### src/sv/cbm_pkg.sv
// cbm_pkg: shared types and constants of the cartridge bank mapper.
// Used by cbm_regs, cbm_xlate and cartridge_bank_mapper_irq; no dependencies.
package cbm_pkg;

   typedef enum logic [1:0] {
      ACT_WRITE    = 2'd0,
      ACT_PRG_READ = 2'd1,
      ACT_CHR_READ = 2'd2,
      ACT_TICK     = 2'd3
   } cbm_action_type;

   typedef enum logic [1:0] {
      WIN_LOW   = 2'd0,
      WIN_SECOND = 2'd1,
      WIN_HIGH  = 2'd2,
      WIN_LAST  = 2'd3
   } cbm_window_type;

   localparam logic [1:0] MIRROR_VERTICAL   = 2'd0;
   localparam logic [1:0] MIRROR_HORIZONTAL = 2'd1;
   localparam logic [1:0] MIRROR_ONE_LOW    = 2'd2;

   localparam logic [15:0] ADDR_PRG_FIRST  = 16'h8000;
   localparam logic [15:0] ADDR_PRG_SWAP   = 16'h9000;
   localparam logic [15:0] ADDR_MIRROR     = 16'h9001;
   localparam logic [15:0] ADDR_IRQ_CTRL   = 16'h9003;
   localparam logic [15:0] ADDR_IRQ_RELOAD = 16'h9004;
   localparam logic [15:0] ADDR_RELOAD_HI  = 16'h9005;
   localparam logic [15:0] ADDR_RELOAD_LO  = 16'h9006;
   localparam logic [15:0] ADDR_PRG_SECOND = 16'hA000;
   localparam logic [15:0] ADDR_CHR_BASE   = 16'hB000;

   localparam logic [7:0] FIXED_SWAP_BANK = 8'h3E;
   localparam logic [7:0] FIXED_LAST_BANK = 8'h3F;

   localparam int PRG_OFFSET_W = 13;
   localparam int CHR_OFFSET_W = 10;
   localparam int PRG_ADDR_W   = 21;
   localparam int CHR_ADDR_W   = 18;

   typedef struct packed {
      cbm_action_type action;
      logic [15:0]    bus_address;
      logic [7:0]     write_data;
   } cbm_item_type;

   // Register view handed from the state block to the translator/result stage.
   typedef struct packed {
      logic [7:0] prg_first;
      logic [7:0] prg_second;
      logic       prg_swap;
      logic [1:0] mirror_next;
      logic       irq_next;
   } cbm_view_type;

endpackage

### src/sv/cbm_regs.sv
// cbm_regs: mapper register file, write decode and IRQ down-counter.
// Depends on cbm_pkg.
module cbm_regs #(
   parameter int CHR_BANK_COUNT = 8
) (
   input  logic                                clock,
   input  logic                                reset,
   input  logic                                step,
   input  cbm_pkg::cbm_item_type               item,
   output cbm_pkg::cbm_view_type               view,
   output logic [CHR_BANK_COUNT-1:0][7:0]      chr_banks
);

   localparam int IDX_W = $clog2(CHR_BANK_COUNT);

   logic [7:0]  prg_first_ff,  prg_first_in;
   logic [7:0]  prg_second_ff, prg_second_in;
   logic        prg_swap_ff,   prg_swap_in;
   logic [1:0]  mirror_ff,     mirror_in;
   logic        irq_enable_ff, irq_enable_in;
   logic [15:0] irq_count_ff,  irq_count_in;
   logic [15:0] irq_reload_ff, irq_reload_in;
   logic        irq_pending_ff, irq_pending_in;
   logic [CHR_BANK_COUNT-1:0][7:0] chr_banks_ff, chr_banks_in;

   logic        chr_hit;
   logic [15:0] count_dec;

   assign chr_hit   = (item.bus_address >> IDX_W) == (cbm_pkg::ADDR_CHR_BASE >> IDX_W);
   assign count_dec = irq_count_ff - 16'd1;

   always_comb begin
      prg_first_in   = prg_first_ff;
      prg_second_in  = prg_second_ff;
      prg_swap_in    = prg_swap_ff;
      mirror_in      = mirror_ff;
      irq_enable_in  = irq_enable_ff;
      irq_count_in   = irq_count_ff;
      irq_reload_in  = irq_reload_ff;
      irq_pending_in = irq_pending_ff;
      chr_banks_in   = chr_banks_ff;
      if (item.action == cbm_pkg::ACT_WRITE) begin
         priority if (chr_hit) begin
            chr_banks_in[item.bus_address[IDX_W-1:0]] = item.write_data;
         end else begin
            unique case (item.bus_address)
               cbm_pkg::ADDR_PRG_FIRST:  prg_first_in  = item.write_data;
               cbm_pkg::ADDR_PRG_SECOND: prg_second_in = item.write_data;
               cbm_pkg::ADDR_PRG_SWAP:   prg_swap_in   = item.write_data[7];
               cbm_pkg::ADDR_MIRROR: begin
                  priority if (item.write_data[6]) mirror_in = cbm_pkg::MIRROR_ONE_LOW;
                  else if (item.write_data[7])     mirror_in = cbm_pkg::MIRROR_HORIZONTAL;
                  else                             mirror_in = cbm_pkg::MIRROR_VERTICAL;
               end
               cbm_pkg::ADDR_IRQ_CTRL: begin
                  irq_enable_in  = item.write_data[7];
                  irq_pending_in = 1'b0;
               end
               cbm_pkg::ADDR_IRQ_RELOAD: begin
                  irq_count_in   = irq_reload_ff;
                  irq_pending_in = 1'b0;
               end
               cbm_pkg::ADDR_RELOAD_HI: irq_reload_in[15:8] = item.write_data;
               cbm_pkg::ADDR_RELOAD_LO: irq_reload_in[7:0]  = item.write_data;
               default: ;
            endcase
         end
      end else if (item.action == cbm_pkg::ACT_TICK) begin
         // counter parks at zero; the step into zero latches the IRQ
         if (irq_enable_ff && (irq_count_ff != 16'd0)) begin
            irq_count_in = count_dec;
            if (count_dec == 16'd0) irq_pending_in = 1'b1;
         end
      end
   end

   always_ff @(posedge clock) begin
      if (reset) begin
         prg_first_ff   <= 8'd0;
         prg_second_ff  <= 8'd1;
         prg_swap_ff    <= 1'b0;
         mirror_ff      <= cbm_pkg::MIRROR_VERTICAL;
         irq_enable_ff  <= 1'b0;
         irq_count_ff   <= 16'd0;
         irq_reload_ff  <= 16'd0;
         irq_pending_ff <= 1'b0;
         for (int i = 0; i < CHR_BANK_COUNT; i++) begin
            chr_banks_ff[i] <= 8'(i);
         end
      end else if (step) begin
         prg_first_ff   <= prg_first_in;
         prg_second_ff  <= prg_second_in;
         prg_swap_ff    <= prg_swap_in;
         mirror_ff      <= mirror_in;
         irq_enable_ff  <= irq_enable_in;
         irq_count_ff   <= irq_count_in;
         irq_reload_ff  <= irq_reload_in;
         irq_pending_ff <= irq_pending_in;
         chr_banks_ff   <= chr_banks_in;
      end
   end

   assign view.prg_first   = prg_first_ff;
   assign view.prg_second  = prg_second_ff;
   assign view.prg_swap    = prg_swap_ff;
   assign view.mirror_next = mirror_in;
   assign view.irq_next    = irq_pending_in;
   assign chr_banks        = chr_banks_ff;

endmodule

### src/sv/cbm_xlate.sv
// cbm_xlate: program and CHR address translation for read transfers.
// Depends on cbm_pkg.
module cbm_xlate #(
   parameter int CHR_BANK_COUNT = 8
) (
   input  cbm_pkg::cbm_item_type                    item,
   input  cbm_pkg::cbm_view_type                    view,
   input  logic [CHR_BANK_COUNT-1:0][7:0]           chr_banks,
   output logic [cbm_pkg::PRG_ADDR_W-1:0]           prg_rom_address,
   output logic [cbm_pkg::CHR_ADDR_W-1:0]           chr_rom_address
);

   localparam int IDX_W = $clog2(CHR_BANK_COUNT);

   cbm_pkg::cbm_window_type window;
   logic [7:0] prg_bank;
   logic [7:0] chr_bank;

   assign window   = cbm_pkg::cbm_window_type'(item.bus_address[14:13]);
   assign chr_bank = chr_banks[item.bus_address[cbm_pkg::CHR_OFFSET_W +: IDX_W]];

   always_comb begin
      unique case (window)
         cbm_pkg::WIN_LOW:    prg_bank = view.prg_swap ? cbm_pkg::FIXED_SWAP_BANK
                                                       : view.prg_first;
         cbm_pkg::WIN_SECOND: prg_bank = view.prg_second;
         cbm_pkg::WIN_HIGH:   prg_bank = view.prg_swap ? view.prg_first
                                                       : cbm_pkg::FIXED_SWAP_BANK;
         default:             prg_bank = cbm_pkg::FIXED_LAST_BANK;
      endcase
   end

   always_comb begin
      prg_rom_address = '0;
      chr_rom_address = '0;
      if (item.action == cbm_pkg::ACT_PRG_READ) begin
         prg_rom_address = {prg_bank, item.bus_address[cbm_pkg::PRG_OFFSET_W-1:0]};
      end
      if (item.action == cbm_pkg::ACT_CHR_READ) begin
         chr_rom_address = {chr_bank, item.bus_address[cbm_pkg::CHR_OFFSET_W-1:0]};
      end
   end

endmodule

### src/sv/cartridge_bank_mapper_irq.sv
// cartridge_bank_mapper_irq: top level of the bank mapper with IRQ counter.
// Depends on cbm_pkg, cbm_regs and cbm_xlate.
//
// Usage:
//  - req_ channel: one transfer per CPU cycle event: a CPU write, a CPU program
//    read, a video CHR read, or a counter tick (req_action).
//  - rsp_ channel: exactly one transfer per request, in order: translated
//    program/CHR ROM byte addresses (zero when not that kind of read), plus the
//    mirroring mode and IRQ line as they stand after the request.
//  - Path: a request is held in the input register, then moves into the result
//    register, which is loaded while the mapper state updates; rsp_valid rises
//    once the result register holds it.
//  - Throughput: 1 request per cycle sustained while rsp_ready is high; set by
//    the single update of the register file between input and result registers.
//  - Stall: when rsp_ready is low the result register holds, the input register
//    fills, and req_ready drops only once both are full; no transfer is lost.
//  - Reset (synchronous, active high): both stages empty, banks at power-up
//    values (program 0/1, CHR bank i = i), vertical mirroring, counter, reload,
//    enable and pending IRQ cleared.
module cartridge_bank_mapper_irq #(
   parameter int CHR_BANK_COUNT = 8
) (
   input  logic                            clock,
   input  logic                            reset,
   input  logic                            req_valid,
   output logic                            req_ready,
   input  logic [1:0]                      req_action,
   input  logic [15:0]                     req_bus_address,
   input  logic [7:0]                      req_write_data,
   output logic                            rsp_valid,
   input  logic                            rsp_ready,
   output logic [cbm_pkg::PRG_ADDR_W-1:0]  rsp_prg_rom_address,
   output logic [cbm_pkg::CHR_ADDR_W-1:0]  rsp_chr_rom_address,
   output logic [1:0]                      rsp_mirroring,
   output logic                            rsp_irq_line
);

   // input stage
   logic                  in_valid_ff, in_valid_in;
   cbm_pkg::cbm_item_type in_item_ff;
   // result stage
   logic                  out_valid_ff, out_valid_in;

   logic step;
   logic out_free;

   cbm_pkg::cbm_view_type          view;
   logic [CHR_BANK_COUNT-1:0][7:0] chr_banks;
   logic [cbm_pkg::PRG_ADDR_W-1:0] prg_xlate_addr;
   logic [cbm_pkg::CHR_ADDR_W-1:0] chr_addr;

   // result register can take a new item when empty or being drained
   assign out_free  = !out_valid_ff || rsp_ready;
   // held item moves into the result register and commits its state update
   assign step      = in_valid_ff && out_free;
   assign req_ready = !in_valid_ff || out_free;

   assign in_valid_in  = (req_valid && req_ready) || (in_valid_ff && !step);
   assign out_valid_in = step || (out_valid_ff && !rsp_ready);

   always_ff @(posedge clock) begin
      if (reset) begin
         in_valid_ff  <= 1'b0;
         out_valid_ff <= 1'b0;
      end else begin
         in_valid_ff  <= in_valid_in;
         out_valid_ff <= out_valid_in;
      end
   end

   always_ff @(posedge clock) begin
      if (req_valid && req_ready) begin
         in_item_ff.action      <= cbm_pkg::cbm_action_type'(req_action);
         in_item_ff.bus_address <= req_bus_address;
         in_item_ff.write_data  <= req_write_data;
      end
   end

   cbm_regs #(
      .CHR_BANK_COUNT(CHR_BANK_COUNT)
   ) u_regs (
      .clock     (clock),
      .reset     (reset),
      .step      (step),
      .item      (in_item_ff),
      .view      (view),
      .chr_banks (chr_banks)
   );

   cbm_xlate #(
      .CHR_BANK_COUNT(CHR_BANK_COUNT)
   ) u_xlate (
      .item            (in_item_ff),
      .view            (view),
      .chr_banks       (chr_banks),
      .prg_rom_address (prg_xlate_addr),
      .chr_rom_address (chr_addr)
   );

   // result payload, loaded with the state as it stands after the item
   always_ff @(posedge clock) begin
      if (step) begin
         rsp_prg_rom_address <= prg_xlate_addr;
         rsp_chr_rom_address <= chr_addr;
         rsp_mirroring       <= view.mirror_next;
         rsp_irq_line        <= view.irq_next;
      end
   end

   assign rsp_valid = out_valid_ff;

endmodule
### config.mk
export PLATFORM = sky130hd
export DESIGN_NAME = cartridge_bank_mapper_irq
export DESIGN_NICKNAME = d
export VERILOG_FILES = /design/src/sv/cbm_pkg.sv /design/src/sv/cbm_regs.sv /design/src/sv/cbm_xlate.sv /design/src/sv/cartridge_bank_mapper_irq.sv
export SDC_FILE = /design/constraint.sdc
export NUM_CORES = 1
export LEC_CHECK = 0
export ABC_AREA = 1
export BUFFER_PORTS_ARGS = -buffer_cell sky130_fd_sc_hd__clkbuf_2
export CAP_MARGIN = 25
export CELL_PAD_IN_SITES_DETAIL_PLACEMENT = 1
export CELL_PAD_IN_SITES_GLOBAL_PLACEMENT = 1
export CORE_MARGIN = 2
export CORE_UTILIZATION = 41
export CTS_CLUSTER_DIAMETER = 40
export DETAILED_ROUTE_END_ITERATION = 8
export PLACE_DENSITY_LB_ADDON = 0.1
export SKIP_CTS_REPAIR_TIMING = 1
export SLEW_MARGIN = 40
export SYNTH_ARGS = -nofsm -noshare
export SYNTH_HDL_FRONTEND = slang
export SYNTH_SLANG_ARGS = --single-unit
### constraint.sdc
create_clock -name clock -period 2.75 [get_ports clock]
set_clock_uncertainty 0.2 [all_clocks]
set_input_delay 0.55 -clock clock [delete_from_list [all_inputs] [get_ports clock]]
set_output_delay 0.55 -clock clock [all_outputs]
set_load 0.03 [all_outputs]
==> run_results.csv <==
group,metric,value,unit
global_routing,wire_length_of_the_first_global_routing_pass,38900,um
placement,dp_hpwl,16600,um
global_routing,initial_antenna_violation_count,0,
placement,numPortBuffers,73,
worst_setup_path,critical_path.startpoint_type,"register",
synth,yosys.cell_types.count,40,
detailed_routing,drt_iter0_markers,379,
timing,finalWorstPathRequiredPeriod,2.44,ns
floorplanning,die_y,145,um
timing,setup-violations-final,0,
timing,setup_repair_after_global_routing_missed_its_margin,"no",
run,maxCapViolCount,0,
cells_and_area,drive_gt1_share,15.8,%
synth,yosysMostFrequentCell,"sky130_fd_sc_hd__nand2_1",
cells_and_area,finish.net_count,1055,
floorplanning,fp.dieW,145,um
cells_and_area,fin_area,9370,um2
clock_tree,ctsHtreeMaxLevel,4,
synth,synth.top_cells.by_count,"sky130_fd_sc_hd__nand2_1, sky130_fd_sc_hd__a21oi_1, sky130_fd_sc_hd__o21ai_0",
detailed_routing,routed-wl-met2,12100,um
hold_path,hold_class,"in -> reg",
global_routing,grt_max_degree,50,
global_routing,via_count_of_the_first_global_routing_pass,7131,
pwr,power.share.sequential,50.6,%
detailed_routing,avgRoutedWirePerCell,18.8,um
clock_tree,insertion_delay,0.44,ns
clock_tree,master_cell_of_the_clock_root_buffer,"sky130_fd_sc_hd__clkbuf_16",
synth,yosysWarnings,0,
synth,yosys.area.top_type,"sky130_fd_sc_hd__dfxtp_1",
synth,synth_seq_cells,187,
synth,number_of_flops_mapped_to_enable_cells_by_yosys,68,
floorplanning,placementRows,51,
pwr,power.internal,0.00427,W
worst_setup_path,cp-end-kind,"register",
cells_and_area,syn2layout_area_growth,15.4,%
timing,finalHoldViolCount,0,
synth,mappedNetlistNets,984,
synth,synth.cell_area,8120,um2
detailed_routing,m1WireLength,11300,um
detailed_routing,detailroute.via_count,6872,
timing,max_clock_freq,410,MHz
placement,dp_slack,0.300,ns
clock_tree,number_of_buffers_created_by_cts,17,
detailed_routing,top_signal_layer_used,"met4",
timing,timing.max_slew.rel_slack,55.9,%
worst_setup_path,timing.critical_path.fanout_max,31,
clock_tree,clock_tree.buffer_depth,2,
clock_tree,clock_tree_from_tritoncts,"done",
pwr,static-leakage-power,3.84,nW
detailed_routing,dr_wl_met3,711,um
placement,gp_congestion,0.807,
synth,synth_area_leaders,"sky130_fd_sc_hd__dfxtp_1, sky130_fd_sc_hd__edfxtp_1, sky130_fd_sc_hd__a21oi_1, sky130_fd_sc_hd__o21ai_0, sky130_fd_sc_hd__nand2_1",
floorplanning,floorplan.die_area,20900,um2
placement,area_after_dpl,8790,um2
worst_setup_path,critical_path_arrival,2.57,ns
floorplanning,start_util,41.7,%
pwr,power_dissipated_by_switching_net_loads,0.00161,W
pwr,swShare,27.4,%
timing,finalWorstSetupSlack,0.313,ns
pwr,worst_ir_drop_vdd,0.443,mV
detailed_routing,vias_per_cell,5.28,
pwr,combPwrFrac,7.4,%
synth,synth_async_sr_flop_share,0,%
synth,synth_cells,952,
pwr,power.clock.fraction,42.0,%
worst_setup_path,path_class,"reg -> reg",
timing,fin_crit_sh,88.6,%
timing,total_negative_setup_slack,0,ns
detailed_routing,postRouteAntennaNets,0,
timing,drv_slew,0,
synth,synth_largest_type_area_fraction,29.3,%
synth,yosysSeqAreaShare,54.5,%
floorplanning,placeableCoreArea,19500,um2
synth,synth-main-ff-cell,"sky130_fd_sc_hd__dfxtp_1",
floorplanning,total_i_o_pin_count,74,
detailed_routing,drcViolationCount,0,
worst_setup_path,worst_ep_required_time,2.88,ns
pwr,p_per_area,627,nW/um2
global_routing,grtUsageTotal,24.7,%
detailed_routing,finalWirelength,24500,um
outcome,status,"completed",
detailed_routing,dr.pass1.iters,5,
clock_tree,tritoncts_num_sinks,187,
cells_and_area,num_antenna_cells,0,
clock_tree,clk_pin_slew,0.08,ns
global_routing,grt_overflow_total,0,
synth,syn-mean-instance-area,8.53,um2
timing,max_slew.worst_pin.slew,0.659,ns
-- through the flow --
stage / total power, W / cells / util [%] / hold slack [ns]
2_1_floorplan: 0.00329 / 952 / - / 0.220
3_3_place_gp: 0.00347 / 1269 / 45.1 / 0.231
3_5_place_dp: 0.00348 / 1269 / 45.1 / 0.247
4_1_cts: 0.00592 / 1301 / 48.2 / 0.0637
5_1_grt: 0.00607 / 1301 / 48.2 / 0.0610
6_report: 0.00588 / 1301 / 48.2 / 0.0811
-- registers in the layout, indices dropped and copies added (netlist names) --
| register | cells |
|---|---|
| in_item_ff | 26 |
| in_valid_ff | 1 |
| rsp_chr_rom_address | 18 |
| rsp_irq_line | 1 |
| rsp_mirroring | 2 |
| rsp_prg_rom_address | 21 |
| rsp_valid | 1 |
| u_regs.chr_banks | 64 |
| u_regs.irq_count_ff | 16 |
| u_regs.irq_enable_ff | 1 |
| u_regs.irq_pending_ff | 1 |
| u_regs.irq_reload_ff | 16 |
| u_regs.mirror_ff | 2 |
| u_regs.prg_first_ff | 8 |
| u_regs.prg_second_ff | 8 |
| u_regs.prg_swap_ff | 1 |
-- power groups by stage --
stage	Sequential (W)	Clock (W)	Combinational [W]
global placement	0.00304	0	0.000429
detailed placement	0.00304	0	0.000435
finish	0.00298	0.00247	0.000434
global route	0.00298	0.00262	0.000473
CTS	0.00298	0.00250	0.000438
floorplan	0.00309	0	0.000197
-- kinds of logic (layout without fill, tap and decap cells) --
| logic type | count (synthesis) | count (layout) | synth area share [%] |
|---|---|---|---|
| xor gates and xnor gates | 2 | 2 | 0.216 |
| AOI/OAI and AO/OA | 310 | 310 | 20.4 |
| DFF | 187 | 187 | 54.5 |
| buffers and inverters | 139 | 223 | 7.23 |
| adders and majority gates | 2 | 2 | 0.308 |
| and+or+nand+nor | 312 | 312 | 17.4 |
-- per-layer routing --
metal | vias to the layer above | track usage [%]
li1 | 3365 | -
met1 | 3363 | 31.8
met2 | 116 | 42.7
met3 | 28 | 4.21
met4 | 0 | 7.15
met5 | - | 0
-- final timing paths --
kind / slack, ns / to / cells after the start / start
setup / recovery: 0.31 / u_regs.irq_count_ff[12]$_SDFFE_PP0P_ / 10 / in_item_ff[22]$_DFFE_PP_
setup reg to reg: 0.31 / u_regs.irq_count_ff[12]$_SDFFE_PP0P_ / 10 / in_item_ff[22]$_DFFE_PP_
hold / removal: 0.08 / in_item_ff[17]$_DFFE_PP_ / 1 / req_bus_address[9]
hold reg to reg: 0.25 / u_regs.prg_second_ff[4]$_SDFFE_PP0P_ / 2 / u_regs.prg_second_ff[4]$_SDFFE_PP0P_
-- placed cells by master (no fill, tap or decap), drive strengths merged --
cell,count
a31oi,8
ha,2
o22ai,3
nand4,6
nor4,2
clkinvlp,1
nor2,123
xnor2,2
edfxtp,68
nand3,32
nand2,131
o21bai,10
a21o,1
a21oi,126
buf,23
and2,1
o31ai,5
dfxtp,119
or2,1
o21ai,146
nand3b,5
nor3,11
inv,102
clkbuf,90
o211ai,11
clkinv,7
-- final cells by class --
cell class | instances | area [um2]
sequential | 187 | 4420
tap | 265 | 332
fill | 2295 | 10100
clock inverter | 15 | 163
clock buffer | 17 | 425
inverter | 95 | 358
timing repair buffer | 96 | 563
multi-input combinational | 626 | 3110
-- worst max-delay path: stages, from the launching register on --
cell and delay [ns]:
sky130_fd_sc_hd__edfxtp_1 0.49, sky130_fd_sc_hd__inv_2 0.20, sky130_fd_sc_hd__nand2_1 0.22, sky130_fd_sc_hd__nor2_4 0.21, sky130_fd_sc_hd__nand2_2 0.12, sky130_fd_sc_hd__nor2_2 0.09, sky130_fd_sc_hd__nand2_1 0.07, sky130_fd_sc_hd__nand2_2 0.45
sky130_fd_sc_hd__inv_1 0.12, sky130_fd_sc_hd__nor2_1 0.11, sky130_fd_sc_hd__nor2_1 0.05
Note: power is estimated with default switching activity, not from simulation.
